[src/rmsn_root.sv]
// Integer square root, one result bit per cycle.
`default_nettype none
module rmsn_root (
	input  wire logic        clk,
	input  wire logic        arst_n,
	input  wire logic        start,
	input  wire logic [63:0] radicand,
	output logic             done,
	output logic [31:0]      root
);
	logic [63:0] x_q;
	logic [63:0] r_q;
	logic [63:0] bit_q;
	logic        busy_q;
	logic [63:0] sum;

	assign sum = r_q + bit_q;
	assign root = r_q[31:0];

	// Test one pair of radicand bits per cycle.
	always_ff @(posedge clk or negedge arst_n) begin
		if (!arst_n) begin
			busy_q <= 1'b0;
			done <= 1'b0;
		end else begin
			done <= 1'b0;
			if (start) begin
				busy_q <= 1'b1;
			end else if (busy_q && bit_q[1:0] != 2'b00) begin
				busy_q <= 1'b0;
				done <= 1'b1;
			end
		end
	end

	always_ff @(posedge clk) begin
		if (start) begin
			x_q <= radicand;
			r_q <= '0;
			bit_q <= 64'h4000_0000_0000_0000;
		end else if (busy_q) begin
			if (x_q >= sum) begin
				x_q <= x_q - sum;
				r_q <= (r_q >> 1) + bit_q;
			end else begin
				r_q <= r_q >> 1;
			end
			bit_q <= bit_q >> 2;
		end
	end
endmodule
`default_nettype wire

[config.mk]
export PLATFORM = sky130hd
export DESIGN_NAME = rmsn_root
export DESIGN_NICKNAME = d
export VERILOG_FILES = /design/src/rmsn_root.sv
export SDC_FILE = /design/constraint.sdc
export NUM_CORES = 1
export LEC_CHECK = 0
export ABC_CLOCK_PERIOD_IN_PS = 8300
export BUFFER_PORTS_ARGS = -buffer_cell sky130_fd_sc_hd__buf_2
export CORE_MARGIN = 4
export CORE_UTILIZATION = 60
export DETAILED_ROUTE_END_ITERATION = 10
export PLACE_DENSITY_LB_ADDON = 0.2
export SLEW_MARGIN = 20
export SYNTH_ARGS = -nofsm -noshare
export SYNTH_HDL_FRONTEND = slang
export SYNTH_SLANG_ARGS = --single-unit
export TNS_END_PERCENT = 50
[constraint.sdc]
create_clock -name clk -period 8.3 [get_ports clk]
set_input_delay 1.245 -clock clk [delete_from_list [all_inputs] [get_ports clk]]
set_output_delay 1.245 -clock clk [all_outputs]
set_load 0.01 [all_outputs]
==> out/qor.txt <==
Starting Density - 61.5%
kind of cell adding the most delay to the critical path - compound AO/OA/AOI/OAI gates
warnings from Yosys - 0
worst vdd ir - 0.000262 V
Synth Register Bits - 162
Core Rows - 57
nature of the critical path endpoint - flip-flop
WP data arrival - 7.26 ns
Yosys cell types - 89
post-synth net total - 2101
clk_skew - 0.0206 ns
crit-path cells - ha_1 -> a31o_2 -> a31oi_1 -> o21ai_2 -> a21oi_1 -> o31ai_4 -> a21oi_1 -> o31ai_2 -> a21o_1 -> a21oi_1 -> o21bai_1 -> xnor2_1 -> ha_1 -> a21oi_1 -> o21bai_1 -> a21oi_1 -> o21ai_0 -> a221oi_1 -> o41a_2 -> buf_4 -> o21ai_0 -> nor2b_1 -> a311oi_1
Setup Crit Path Kind - reg2reg
I/O Buffers - 99
vias - 14200
placed cells - 2203
H-tree lvl count - 4
part of the cycle the worst path needs - 83.3%
met1 wire length - 18200 µm
Pre-antenna DRT Iters - 5
Max stage delay on crit path - 0.93 ns
Slew HR - 31.0%
vias per inst - 6.35
routed len/inst - 18.2 µm
Worst Tran Pin Value - 1.03 ns
# diodes - 0
antenna violations before repair - 0
CTS sink cnt - 162
Total GRT Usage - 28.3%
pin count of the biggest net entering global routing - 101
Core Region - 24500 µm²
final antenna-violating net count - 0
drt initial violations - 1502
most frequent cell after synthesis - nand2_1
Yosys top cell area share - 12.7%
outcome - finished, final reports clean
CP Max Fanout - 54
Util after Layout - 65.4%
CTS max path bufs - 2
Pleak - 6.58 nW
asr flop ratio synth - 1.23%
Max Slew Vio Count - 0
dpl hpwl - 30200 µm
die width - 167 µm
synth-to-layout area growth - 6.27%
CTS tree - yes
final hold vios - 0
vias in the first global route - 13300
final setup fails - 0
maximum operating frequency - 145 MHz
CP Launch Type - flip-flop
gate count of the mapped netlist - 1903
Synth Flop Type - dfxtp_1
clock slew at reported path FFs - 0.07 ns
number of buffers created by CTS - 17
synth top area cells - dfxtp_1, edfxtp_1, ha_1, nand2_1, o21ai_0
hold-fix buffers at CTS - 0
Power Total - 0.00548 W
cts repair resizes - 0
total grt overflow - 0
RSZ-0062 raised after global routing - no
routed wl met3 - 2530 µm
required time of the critical path - 8.65 ns
chip height - 167 µm
CTS root buf - clkbuf_16
TNS Setup - 0 ns
top cells by count, synth - nand2_1, nor2_1, o21ai_0
Max Used Layer - met4
Hold WC Path Type - reg2reg
worst skew pair latency - 0.44 ns
area leader, netlist - dfxtp_1
nets - 2096
drt total wl - 40700 µm
most frequent CP cell - a21oi_1
fin crit period - 6.91 ns
Post-synth EDFFs - 64
Avg Synthesized Cell Area - 7.93 µm²
Cell Area, Synth - 15100 µm²
share of post-route cells with drive strength above 1 - 9.89%
routed wl met2 - 18800 µm
PD cells - 342 nW/µm²
first-pass GRT wire length - 66400 µm
number of setup buffers added after CTS - 0
# DRC - 0
Seq/Total Area, Yosys - 25.8%
Crit-path slowest cell - o41a_2
non-filler cells, final - 2235
RePlAce Congestion - 0.978
Maximum Capacitance Violations - 0
Die Area - 27800 µm²
Worst Path Buf+Inv - 1
Ports - 100
[layer usage]
metal  GRT usage, %  vias up
li1               -     6987
met1           38.3     6637
met2           46.6      497
met3           4.50       74
met4           8.89        0
met5              0        -
[power breakdown]
part	total (W)	switching, W	leakage (nW)	internal, W
Combinational	0.00331	0.00204	4.83	0.00127
Sequential	0.00131	0.000172	1.47	0.00114
Clock	0.000859	0.000351	0.290	0.000508
[worst paths after layout]
| check | from | to | slack, ns | cells past startpoint |
|---|---|---|---|---|
| max in group asynchronous | arst_n | busy_q | 7.62 | 1 |
| min in group asynchronous | arst_n | busy_q | 0.58 | 1 |
| worst max register to register | r_q[2] | r_q[26] | 1.39 | 23 |
| worst min-delay path | r_q[0] | r_q[0] | 0.51 | 2 |
| worst max-delay path | r_q[2] | r_q[26] | 1.39 | 23 |
| worst min register to register | r_q[0] | r_q[0] | 0.51 | 2 |
[cell families (layout without fill, tap and decap cells)]
logic type                 after synthesis  after routing  share of synthesized area, %
AOI/OAI and AO/OA                      623            623                          27.4
buffers and inverters                  165            173                          5.21
DFF                                    162            162                          25.8
xor gates and xnor gates               152            152                          8.82
adders and majority gates              131            131                          10.9
muxes                                   42             42                          2.82
and+or+nand+nor                        628            628                          19.0
[sequential cells by signal, summed over array words and instances (netlist names)]
signal and flops:
busy_q 1, done 1, x_q 64, bit_q 32
r_q 64
[final cells by class]
class / instances / area (µm²)
Clock buffer: 21 / 440
Clock inverter: 11 / 180
Fill cell: 2151 / 8490
Inverter: 33 / 124
Multi-Input combinational cell: 1576 / 10400
Sequential cell: 162 / 3900
Tap cell: 324 / 405
Timing Repair Buffer: 108 / 569
[per-stage QoR]
step / setup WS [ns] / instance area (µm²) / hold WS [ns]
floorplan: 1.82 / 15100 / 0.458
global placement: 1.68 / 15400 / 0.508
detailed placement: 1.57 / 15400 / 0.502
CTS: 1.53 / 16000 / 0.515
global route: 0.847 / 16000 / 0.565
finish: 1.39 / 16000 / 0.511
[worst min-delay path: stages (launching register included)]
cell and delay [ns]:
dfxtp_1 0.33, nor2_1 0.09, a311oi_1 0.05
[cells in the final DEF (no fill, tap or decap), drive strengths merged, types with 9 or more instances in the layout]
cell | Yosys | routed
o21ai | 167 | 167
nor3 | 23 | 23
nor2b | 32 | 32
xor2 | 84 | 84
or3 | 20 | 20
ha | 130 | 130
a31o | 10 | 10
a21boi | 13 | 13
nand4 | 37 | 37
inv | 32 | 34
and3 | 17 | 17
nand2b | 11 | 11
nand3 | 23 | 23
o22ai | 9 | 9
xnor2 | 68 | 68
a31oi | 56 | 56
and2 | 13 | 13
dfxtp | 96 | 96
nor4 | 13 | 13
mux2i | 38 | 38
o21bai | 42 | 42
a211oi | 29 | 29
a21o | 56 | 56
edfxtp | 64 | 64
clkbuf | 78 | 21
o21a | 9 | 9
nand2 | 217 | 217
a21oi | 127 | 127
o31ai | 13 | 13
buf | 54 | 108
a311oi | 23 | 23
nor2 | 204 | 204
(Power assumes the default switching activity.)
