--- src/rmsn_divider.sv ---
// Restoring divider, one quotient bit per cycle.
`default_nettype none
module rmsn_divider (
	input  wire logic        clk,
	input  wire logic        arst_n,
	input  wire logic        start,
	input  wire logic [63:0] dividend,
	input  wire logic [63:0] divisor,
	output logic             done,
	output logic [63:0]      quotient
);
	logic [63:0] rem_q;
	logic [63:0] quo_q;
	logic [63:0] div_q;
	logic [6:0]  cnt_q;
	logic        busy_q;
	logic [64:0] trial;

	assign trial = {rem_q, quo_q[63]} - {1'b0, div_q};
	assign quotient = quo_q;

	// Shift one dividend bit into the partial remainder each cycle.
	always_ff @(posedge clk or negedge arst_n) begin
		if (!arst_n) begin
			busy_q <= 1'b0;
			done <= 1'b0;
			cnt_q <= '0;
		end else begin
			done <= 1'b0;
			if (start) begin
				busy_q <= 1'b1;
				cnt_q <= 7'd64;
			end else if (busy_q) begin
				cnt_q <= cnt_q - 7'd1;
				if (cnt_q == 7'd1) begin
					busy_q <= 1'b0;
					done <= 1'b1;
				end
			end
		end
	end

	always_ff @(posedge clk) begin
		if (start) begin
			rem_q <= '0;
			quo_q <= dividend;
			div_q <= divisor;
		end else if (busy_q) begin
			if (!trial[64] || rem_q[63]) begin
				rem_q <= trial[63:0];
				quo_q <= {quo_q[62:0], 1'b1};
			end else begin
				rem_q <= {rem_q[62:0], quo_q[63]};
				quo_q <= {quo_q[62:0], 1'b0};
			end
		end
	end
endmodule
`default_nettype wire

--- config.mk ---
export PLATFORM = sky130hd
export DESIGN_NAME = rmsn_divider
export DESIGN_NICKNAME = d
export VERILOG_FILES = /design/src/rmsn_divider.sv
export SDC_FILE = /design/constraint.sdc
export NUM_CORES = 1
export LEC_CHECK = 0
export BUFFER_PORTS_ARGS = -buffer_cell sky130_fd_sc_hd__buf_2
export CAP_MARGIN = 20
export CORE_MARGIN = 2
export CORE_UTILIZATION = 58
export CTS_CLUSTER_SIZE = 16
export DETAILED_ROUTE_END_ITERATION = 6
export HOLD_SLACK_MARGIN = 0.02
export MAX_ROUTING_LAYER = met4
export PLACE_DENSITY_LB_ADDON = 0.3
export RECOVER_POWER = 50
export SKIP_LAST_GASP = 1
export SLEW_MARGIN = 15
export SYNTH_ARGS = -nofsm -noshare
export SYNTH_HDL_FRONTEND = slang
export SYNTH_SLANG_ARGS = --single-unit
--- constraint.sdc ---
create_clock -name clk -period 3.9 [get_ports clk]
set_clock_uncertainty 0.2 [all_clocks]
set_input_delay 0.195 -clock clk [delete_from_list [all_inputs] [get_ports clk]]
set_output_delay 0.195 -clock clk [all_outputs]
set_load 0.005 [all_outputs]
==> results.sh, run 1 <==
export IMPL_p_leak_uw=0.00656
export IMPL_yosysSeqAreaShare_pct=44.7
export IMPL_synth_area_leaders="edfxtp_1 (32%), dfxtp_1 (11%), ha_1 (6.9%)"
export IMPL_synth_edff_count=128
export IMPL_finalPower_uw=6570
export IMPL_synthTopCellsByCount="nor2_1 (130), edfxtp_1 (128), nand2_1 (96)"
export IMPL_die_width_um=148
export IMPL_synth_cell_types=75
export IMPL_synth_area_per_cell_um2=9.77
export IMPL_path_class="register to register"
export IMPL_htreeDepth=1
export IMPL_cellInternalPower_uw=4730
export IMPL_r2r_cells=12
export IMPL_fmax_mhz=270
export IMPL_dieHeight_um=148
export IMPL_rsz0062_at_grt="true"
export IMPL_power_frac_clock_pct=37.7
export IMPL_yosysMostFrequentCell="nor2_1"
export IMPL_whs_path_depth=2
export IMPL_crit_path_frequent_cell="a21oi_1"
export IMPL_gp_congestion=0.897
export IMPL_slew_headroom_pct=12.4
export IMPL_synth_area_mm2=0.0120
export IMPL_crit_arrival_ps=3900
export IMPL_io_pins=196
export IMPL_core_area_mm2=0.0202
export IMPL_vias=10500
export IMPL_ant_nets=0
export IMPL_p_comb_share_pct=21.5
export IMPL_final_area_mm2=0.0153
export IMPL_finalHoldViolations=0
export IMPL_regToRegSetupSlack_ps=200
export IMPL_viasPerCell=5.81
export IMPL_post_cts_buffers=0
export IMPL_finalMaxSlewViolations=0
export IMPL_p_sw_share_pct=27.9
export IMPL_cts_tree="yes"
export IMPL_irDropWorstVdd_v=0.000388
export IMPL_status="finished clean"
export IMPL_die_area_mm2=0.0218
export IMPL_clock_path_buffers=3
export IMPL_synth_top_area_share_pct=32.1
export IMPL_hp_start="divisor[50]"
export IMPL_grt_overflow=0
export IMPL_drc=0
export IMPL_grt_usage_pct=30.4
export IMPL_wl_per_cell_um=18.2
export IMPL_cp_start_kind="register"
export IMPL_p_switching_uw=1830
export IMPL_worstPathRequired_ps=4100
export IMPL_crit_fanout=21
export IMPL_drtIter0Drc=710
export IMPL_antenna_cells=0
export IMPL_totalWireLength_mm=32.9
export IMPL_worstPathCellList="inv_1 > ha_1 > a21oi_2 > o21ai_1 > a2111oi_2 > o31ai_1 > a21oi_1 > nand3_1 > o22ai_4 > buf_4 > a21oi_1 > a211oi_1"
export IMPL_holdWs_ps=177
export IMPL_start_util_pct=59.2
export IMPL_synth_fp_nets=1424
export IMPL_cap_violations=0
export IMPL_cts_root_buf="clkbuf_16"
export IMPL_ys_warn_count=0
export IMPL_ys_seq_elements=201
export IMPL_synth_cells=1226
export IMPL_rows=52
export IMPL_drtPass1Iterations=5
export IMPL_cts_sinks=201
export IMPL_multiInputGateArea_mm2=0.00601
export IMPL_antenna_found_initial=0
export IMPL_dpl_cell_area_mm2=0.0132
export IMPL_yosysTopAreaCell="edfxtp_1"
export IMPL_grt_pass1_vias=10300
export IMPL_grt_pass1_wl_mm=52.4
export IMPL_critPathMaxStageDelay_ps=540
export IMPL_clk_latency_ps=530
export IMPL_hpwl_mm=20.1
export IMPL_seq_power_share_pct=40.8
export IMPL_final_seq_area_mm2=0.00535
export IMPL_crit_buf_inv=2
export IMPL_grt_max_degree=156
export IMPL_cts_reportedPaths_clkPinSlew_ps=60
export IMPL_area_growth_pct=27.4
export IMPL_port_buffers=195
export IMPL_hold_end="div_q[50]"
export IMPL_worst_pin_slew_ps=1310
export IMPL_period_needed_ps=3700
export IMPL_synth_async_sr_flop_share_pct=4.48
export IMPL_power_density_mw_per_mm2=430
export IMPL_nets=1724
export IMPL_cp_slowest_cell="o22ai_4"
export IMPL_ys_flop_type="edfxtp_1"
export IMPL_cts_buffers=23
export IMPL_fin_crit_sh_pct=94.8
export IMPL_rr_startpoint="div_q[43]"
export IMPL_worstHoldPathType="input pin to register"
export IMPL_setup_viol=0
export IMPL_end_kind="register"
export IMPL_crit_family="compound AO/OA/AOI/OAI gates"
export IMPL_fillers=1390
export IMPL_rr_endpoint="rem_q[17]"
export IMPL_drive_above_1_share_pct=18.7
logic make-up after synthesis:
kind of cell	count (synthesis)	share of synthesized area, %
AND/OR/NAND/NOR	341	13.1
AO/OA/AOI/OAI	329	18.8
flip-flops	201	44.7
buffers and inverters	157	5.33
multiplexers	77	7.11
adder cells (fa/ha/maj)	67	7.06
XOR/XNOR	54	3.95
cell usage in the layout (no fill, tap or decap), drive strengths merged, types with 5 or more instances in the layout:
cell	synthesis	final
o21ai	46	46
nand4	18	18
xor2	19	19
o21bai	14	14
dfrtp	9	9
nand2b	9	9
nor2b	7	7
dlygate4sd3	0	131
a21oi	98	98
a22oi	6	6
xnor2	35	35
clkbuf	42	78
nor3	21	21
a31oi	10	10
a311oi	12	12
and2	6	6
mux2	65	65
inv	91	92
o31ai	6	6
a211oi	47	47
nand3	18	18
nand2	96	96
bufinv	0	7
o21a	6	6
o22ai	5	5
a211o	5	5
edfxtp	128	128
buf	24	161
mux2i	12	12
and3	12	12
ha	66	66
a21o	33	33
nor2	130	130
or2	6	6
a21boi	6	6
o31a	6	6
dfxtp	64	64
repair_timing:
action,CTS,global route
hold buffers,131,0
resized for setup,0,1
setup endpoints to repair,0,4
hold endpoints to repair,174,0
how the worst max path moves through the flow:
| stage | slack, ps | cells past startpoint | startpoint | to |
|---|---|---|---|---|
| 2_1_floorplan | 860 | 14 | quotient[63] | rem_q[59] |
| 3_3_place_gp | 360 | 14 | quotient[63] | rem_q[1] |
| 3_5_place_dp | 260 | 14 | quotient[63] | rem_q[1] |
| 4_1_cts | 220 | 14 | quotient[63] | rem_q[1] |
| 5_1_grt | -30 | 13 | quotient[63] | rem_q[17] |
| 6_report | 200 | 12 | div_q[43] | rem_q[17] |
power by group through the flow:
stage / combinational (µW) / sequential (µW) / clock, µW
6_report: 1410 / 2680 / 2470
5_1_grt: 1550 / 2700 / 2580
4_1_cts: 1380 / 2660 / 2470
3_5_place_dp: 1270 / 2700 / 0
3_3_place_gp: 1250 / 2690 / 0
2_1_floorplan: 901 / 2680 / 0
flip-flops by register name (all words and copies together) (netlist names):
name,flops
busy_q,1
done,1
cnt_q,7
rem_q,64
div_q,64
quotient,64
routing by layer:
metal  GRT usage [%]  routed length [µm]  part of all wire, %  vias up
met5               -                   0                    0        -
met4            6.59                 756                  2.3        0
met3            4.41                2150                  6.5       64
met2            51.1               16000                   48      457
met1            39.5               14100                   43     4943
li1                -                   -                    -     5063
final cells by class:
| cell class | count | area share (%) |
|---|---|---|
| Sequential cell | 201 | 35.0 |
| Clock inverter | 13 | 1.61 |
| Multi-Input combinational cell | 868 | 39.4 |
| Clock buffer | 29 | 3.98 |
| Tap cell | 270 | 2.21 |
| Inverter | 91 | 2.24 |
| Timing Repair Buffer | 341 | 15.5 |
per-stage QoR:
step / util [%] / worst slack [ps] / setup TNS [ps] / cells
floorplan: - / 859 / 0 / 1226
global placement: 65.0 / 356 / 0 / 1640
detailed placement: 65.0 / 262 / 0 / 1640
CTS: 75.7 / 224 / 0 / 1813
global route: 75.4 / -31.8 / -72.1 / 1813
finish: 75.4 / 201 / 0 / 1813
Power figures use the tool's default switching activity.
==> inputs of run 2 (changes only) <==
--- a/config.mk
+++ b/config.mk
@@ -5,12 +5,12 @@
 export SDC_FILE = /design/constraint.sdc
 export NUM_CORES = 1
 export LEC_CHECK = 0
-export BUFFER_PORTS_ARGS = -buffer_cell sky130_fd_sc_hd__buf_2
 export CAP_MARGIN = 20
 export CORE_MARGIN = 2
-export CORE_UTILIZATION = 58
+export CORE_UTILIZATION = 65
 export CTS_CLUSTER_SIZE = 16
 export DETAILED_ROUTE_END_ITERATION = 6
+export DONT_BUFFER_PORTS = 1
 export HOLD_SLACK_MARGIN = 0.02
 export MAX_ROUTING_LAYER = met4
 export PLACE_DENSITY_LB_ADDON = 0.3
==> run 2 against run 1 <==
  * Sequential power up 2%
  * Final area down 1.7%
  * Routed wire length up 10%
  * Global-route usage up 6.7 points
  * Critical path depth up 1
  * Combinational power up 3%
  * Die area down 10%
  * Utilization up 7.8 points
  * Worst setup slack worse by 0.81 ps
  * Largest cell class unchanged
  * Largest power group unchanged
==> results.sh, run 2 (synthesized netlist as in run 1, its figures left out) <==
export IMPL_holdWs_ps=106
export IMPL_cts_tree="yes"
export IMPL_slew_headroom_pct=38.1
export IMPL_die_width_um=140
export IMPL_fin_cells=1651
export IMPL_hpwl_mm=19.6
export IMPL_fmax_mhz=270
export IMPL_grt_pass1_wl_mm=56.8
export IMPL_final_seq_area_mm2=0.00535
export IMPL_p_switching_uw=1850
export IMPL_cp_start_kind="register"
export IMPL_cp_slowest_cell="dlygate4sd3_1"
export IMPL_nets=1604
export IMPL_status="finished clean"
export IMPL_worst_pin_slew_ps=924
export IMPL_grt_overflow=0
export IMPL_finalHoldViolations=0
export IMPL_worstPathRequired_ps=4090
export IMPL_crit_fanout=6
export IMPL_grt_usage_pct=37.2
export IMPL_start_util_pct=66.5
export IMPL_multiInputGateArea_mm2=0.00604
export IMPL_pre_cts_ws_ps=97.9
export IMPL_totalWireLength_mm=36.4
export IMPL_end_kind="register"
export IMPL_port_buffers=0
export IMPL_vias=10700
export IMPL_htreeDepth=1
export IMPL_drc=0
export IMPL_fin_ws_ps=200
export IMPL_gp_congestion=0.932
export IMPL_crit_buf_inv=2
export IMPL_rows=49
export IMPL_cellInternalPower_uw=4530
export IMPL_grt_max_degree=125
export IMPL_cts_reportedPaths_clkPinSlew_ps=70
export IMPL_period_needed_ps=3700
export IMPL_drtPass1Iterations=6
export IMPL_viasPerCell=6.50
export IMPL_worstPathCellList="inv_1 > ha_1 > a21o_1 > a21o_1 > a21oi_1 > o221ai_2 > a32oi_1 > nand3_2 > o22ai_4 > nor2_1 > a21oi_1 > a211oi_1 > dlygate4sd3_1"
export IMPL_fillers=1029
export IMPL_dieHeight_um=140
export IMPL_wl_met1_mm=14.3
export IMPL_clock_path_buffers=3
export IMPL_p_sw_share_pct=29.0
export IMPL_drtIter0Drc=1213
export IMPL_p_comb_share_pct=22.8
export IMPL_seq_power_share_pct=42.8
export IMPL_critPathMaxStageDelay_ps=590
export IMPL_rsz0062_at_grt="false"
export IMPL_met2_length_mm=17.2
export IMPL_highest_layer="met4"
export IMPL_rr_startpoint="div_q[25]"
export IMPL_crit_family="compound AO/OA/AOI/OAI gates"
export IMPL_fin_crit_sh_pct=94.9
export IMPL_tns_ps=0
export IMPL_final_common_cell="dlygate4sd3_1"
export IMPL_core_area_mm2=0.0180
export IMPL_power_frac_clock_pct=34.4
export IMPL_path_class="register to register"
export IMPL_p_leak_uw=0.00626
export IMPL_cap_violations=0
export IMPL_power_density_mw_per_mm2=425
export IMPL_area_growth_pct=25.3
export IMPL_die_area_mm2=0.0195
export IMPL_final_cell_mix="dlygate4sd3_1 (203), nor2_1 (130), edfxtp_1 (128)"
export IMPL_finalPower_uw=6380
export IMPL_clk_latency_ps=520
export IMPL_drive_above_1_share_pct=11.0
export IMPL_met3_length_mm=3.26
export IMPL_io_pins=196
export IMPL_worstHoldPathType="input pin to register"
export IMPL_crit_arrival_ps=3890
export IMPL_irDropWorstVdd_v=0.000540
export IMPL_ant_nets=0
export IMPL_cts_root_buf="clkbuf_16"
export IMPL_grt_pass1_vias=10500
export IMPL_antenna_found_initial=1
export IMPL_cts_sinks=201
export IMPL_hp_start="divisor[9]"
export IMPL_finalMaxSlewViolations=0
export IMPL_dp_cells=1402
export IMPL_wl_per_cell_um=22.0
export IMPL_startpoint="div_q[25]"
export IMPL_setup_viol=0
export IMPL_cts_buffers=22
## run 2: changes by cell type in the layout (fill, tap and decap cells not counted), moves of 3 or more
| cell | delta |
|---|---|
| buf_2 | -144 |
| dlygate4sd3_1 | +72 |
| clkinv_2 | +3 |
| clkbuf_1 | -52 |
| bufinv_16 | -4 |
| clkbuf_8 | +3 |
## run 2: layout make-up
| type | instances | area share, % |
|---|---|---|
| Inverter | 91 | 2.28 |
| Sequential cell | 201 | 35.7 |
| Multi-Input combinational cell | 869 | 40.2 |
| Timing Repair Buffer | 221 | 14.8 |
| Antenna cell | 1 | 0.0167 |
| Clock buffer | 28 | 4.08 |
| Tap cell | 229 | 1.91 |
| Clock inverter | 11 | 0.975 |
## run 2: timing repair
| item | 4_1_cts | 5_1_grt |
|---|---|---|
| buffers inserted | 0 | 3 |
| hold endpoints to repair | 270 | 0 |
| gates resized for setup | 0 | 5 |
| hold buffers | 204 | 0 |
| endpoints found under the setup margin | 0 | 31 |
## run 2: worst paths after layout
path / endpoint / slack (ps) / cells after the start
worst min-delay path: div_q[9] / 110 / 1
worst max-delay path: rem_q[51] / 200 / 13
min in group asynchronous: cnt_q[3] / 430 / 2
worst max register to register: rem_q[51] / 200 / 13
max in group asynchronous: busy_q / 2700 / 2
worst min register to register: rem_q[47] / 290 / 2
## run 2: power groups by stage
stage               sequential, µW  combinational [µW]  clock [µW]
finish                        2730                1450        2190
global placement              2730                1040           0
floorplan                     2680                 901           0
CTS                           2700                1350        2190
global route                  2750                1580        2270
detailed placement            2740                1060           0
## run 2: per-layer routing
layer	global-route usage [%]	up-vias
met5	-	-
met4	12.5	0
met3	6.47	153
met2	60.0	667
met1	47.9	5099
li1	-	4819
## run 2: per-stage QoR
stage                     utilization [%]  cell area (µm²)
after floorplan                         -            12000
after global placement               67.2            12100
after detailed placement             67.2            12100
after CTS                            82.8            14900
after global routing                 83.3            15000
final                                83.3            15000
==> inputs of run 3 (changes only) <==
--- a/config.mk
+++ b/config.mk
@@ -8,6 +8,7 @@
 export CAP_MARGIN = 20
 export CORE_MARGIN = 2
 export CORE_UTILIZATION = 65
+export CTS_BUF_LIST = sky130_fd_sc_hd__clkbuf_4 sky130_fd_sc_hd__clkbuf_8 sky130_fd_sc_hd__clkbuf_16
 export CTS_CLUSTER_SIZE = 16
 export DETAILED_ROUTE_END_ITERATION = 6
 export DONT_BUFFER_PORTS = 1
==> run 3 against run 2 <==
  * Cell count did not move
  * Non-clock buffer count up 1
  * Final area barely moved
  * Maximum frequency is essentially flat
  * Sequential power barely moved
  * Sequential share of layout area barely moved
  * Combinational power hardly changed
  * Register-to-register slack about the same
  * Worst setup slack worse by 2.7 ps
  * Critical endpoint unchanged
  * Largest cell class unchanged
  * Largest power group unchanged
  * Highest routed layer unchanged
==> results.sh, run 3 (synthesized netlist as in run 1, its figures left out) <==
export IMPL_slew_headroom_pct=27.0
export IMPL_wl_per_cell_um=21.8
export IMPL_drc=0
export IMPL_period_needed_ps=3700
export IMPL_worstPathRequired_ps=4090
export IMPL_port_buffers=0
export IMPL_rows=49
export IMPL_clock_path_buffers=3
export IMPL_crit_buf_inv=2
export IMPL_drtPass1Iterations=6
export IMPL_drtIter0Drc=1260
export IMPL_rsz0062_at_grt="false"
export IMPL_antenna_found_initial=0
export IMPL_vias=10700
export IMPL_ant_nets=0
export IMPL_cap_violations=0
export IMPL_totalWireLength_mm=36.0
export IMPL_grt_usage_pct=37.2
export IMPL_die_area_mm2=0.0195
export IMPL_worst_pin_slew_ps=1090
export IMPL_nets=1605
export IMPL_final_common_cell="dlygate4sd3_1"
export IMPL_fillers=1027
export IMPL_htreeDepth=1
export IMPL_power_density_mw_per_mm2=426
export IMPL_critPathMaxStageDelay_ps=590
export IMPL_die_width_um=140
export IMPL_final_area_mm2=0.0150
export IMPL_setup_viol=0
export IMPL_cts_buffers=22
export IMPL_dpl_cell_area_mm2=0.0121
export IMPL_area_growth_pct=25.2
export IMPL_grt_pass1_wl_mm=57.1
export IMPL_crit_arrival_ps=3890
export IMPL_hpwl_mm=19.6
export IMPL_crit_family="compound AO/OA/AOI/OAI gates"
export IMPL_worstHoldPathType="input pin to register"
export IMPL_irDropWorstVdd_v=0.000544
export IMPL_finalMaxSlewViolations=0
export IMPL_start_util_pct=66.5
export IMPL_fin_ws_ps=198
export IMPL_holdWs_ps=109
export IMPL_grt_overflow=0
export IMPL_dieHeight_um=140
export IMPL_fin_crit_sh_pct=94.9
export IMPL_crit_fanout=6
export IMPL_cts_reportedPaths_clkPinSlew_ps=70
export IMPL_drive_above_1_share_pct=11.1
export IMPL_cts_root_buf="clkbuf_16"
export IMPL_grt_max_degree=125
export IMPL_p_leak_uw=0.00626
export IMPL_core_area_mm2=0.0180
export IMPL_cts_tree="yes"
export IMPL_antenna_cells=0
export IMPL_pre_cts_ws_ps=97.9
export IMPL_cp_start_kind="register"
export IMPL_fmax_mhz=270
export IMPL_gp_congestion=0.932
export IMPL_cp_slowest_cell="dlygate4sd3_1"
export IMPL_tns_ps=0
export IMPL_clk_latency_ps=510
export IMPL_grt_pass1_vias=10600
export IMPL_final_cell_mix="dlygate4sd3_1 (203), nor2_1 (130), edfxtp_1 (128)"
export IMPL_worstPathCellList="inv_1 > ha_1 > a21o_1 > a21o_1 > a21oi_1 > o221ai_2 > a32oi_1 > nand3_2 > o22ai_4 > nor2_1 > a21oi_1 > a211oi_1 > dlygate4sd3_1"
export IMPL_viasPerCell=6.48
export IMPL_cts_sinks=201
export IMPL_status="finished clean"
export IMPL_finalHoldViolations=0
export IMPL_path_class="register to register"
export IMPL_end_kind="register"
export IMPL_io_pins=196
run 3: cell count changes in the layout (fill, tap and decap cells not counted):
cell      change
buf_12        -1
buf_4         +2
clkbuf_1      -2
clkbuf_4      +2
diode_2       -1
nor3_1        +1
nor3_2        -1
run 3: power by group:
| group | internal, µW | switching (µW) | leakage [µW] | total, µW |
|---|---|---|---|---|
| Combinational | 693 | 753 | 0.00395 | 1450 |
| Clock | 1330 | 886 | 0.000380 | 2210 |
| Sequential | 2520 | 207 | 0.00193 | 2730 |
run 3: timing repair:
item,CTS,global route
endpoints found under the hold margin,270,0
endpoints found under the setup margin,0,28
hold buffers,204,0
setup buffers,0,5
resized for setup,0,4
run 3: final cells by class:
cell class	instances	area [µm²]	area share, %
Timing Repair Buffer	222	2220	14.8
Clock buffer	28	621	4.14
Sequential cell	201	5350	35.7
Clock inverter	11	146	0.976
Multi-Input combinational cell	869	6040	40.2
Inverter	91	342	2.28
Tap cell	229	287	1.91
run 3: path summary, 6_finish.rpt:
path / from / end / slack [ps] / depth (start not counted)
worst max-delay path: div_q[25] / rem_q[51] / 200 / 13
worst min-delay path: divisor[57] / div_q[57] / 110 / 1
worst max register to register: div_q[25] / rem_q[51] / 200 / 13
worst min register to register: rem_q[47] / rem_q[47] / 290 / 2
max in group asynchronous: arst_n / busy_q / 2680 / 2
min in group asynchronous: arst_n / cnt_q[3] / 440 / 2
run 3: metal layers:
layer  up-vias  global-route usage [%]  part of all wire, %
met5         -                       -                    0
met4         0                    12.7                  4.1
met3       147                    6.33                  9.3
met2       695                    60.3                   47
met1      5036                    47.7                   40
li1       4814                       -                    -
run 3: per-stage QoR:
step / utilization [%] / power (µW) / cells
after floorplan: - / 3580 / 1226
after global placement: 67.2 / 3770 / 1402
after detailed placement: 67.2 / 3800 / 1402
after CTS: 82.9 / 6250 / 1645
after global routing: 83.2 / 6600 / 1651
final: 83.2 / 6390 / 1651
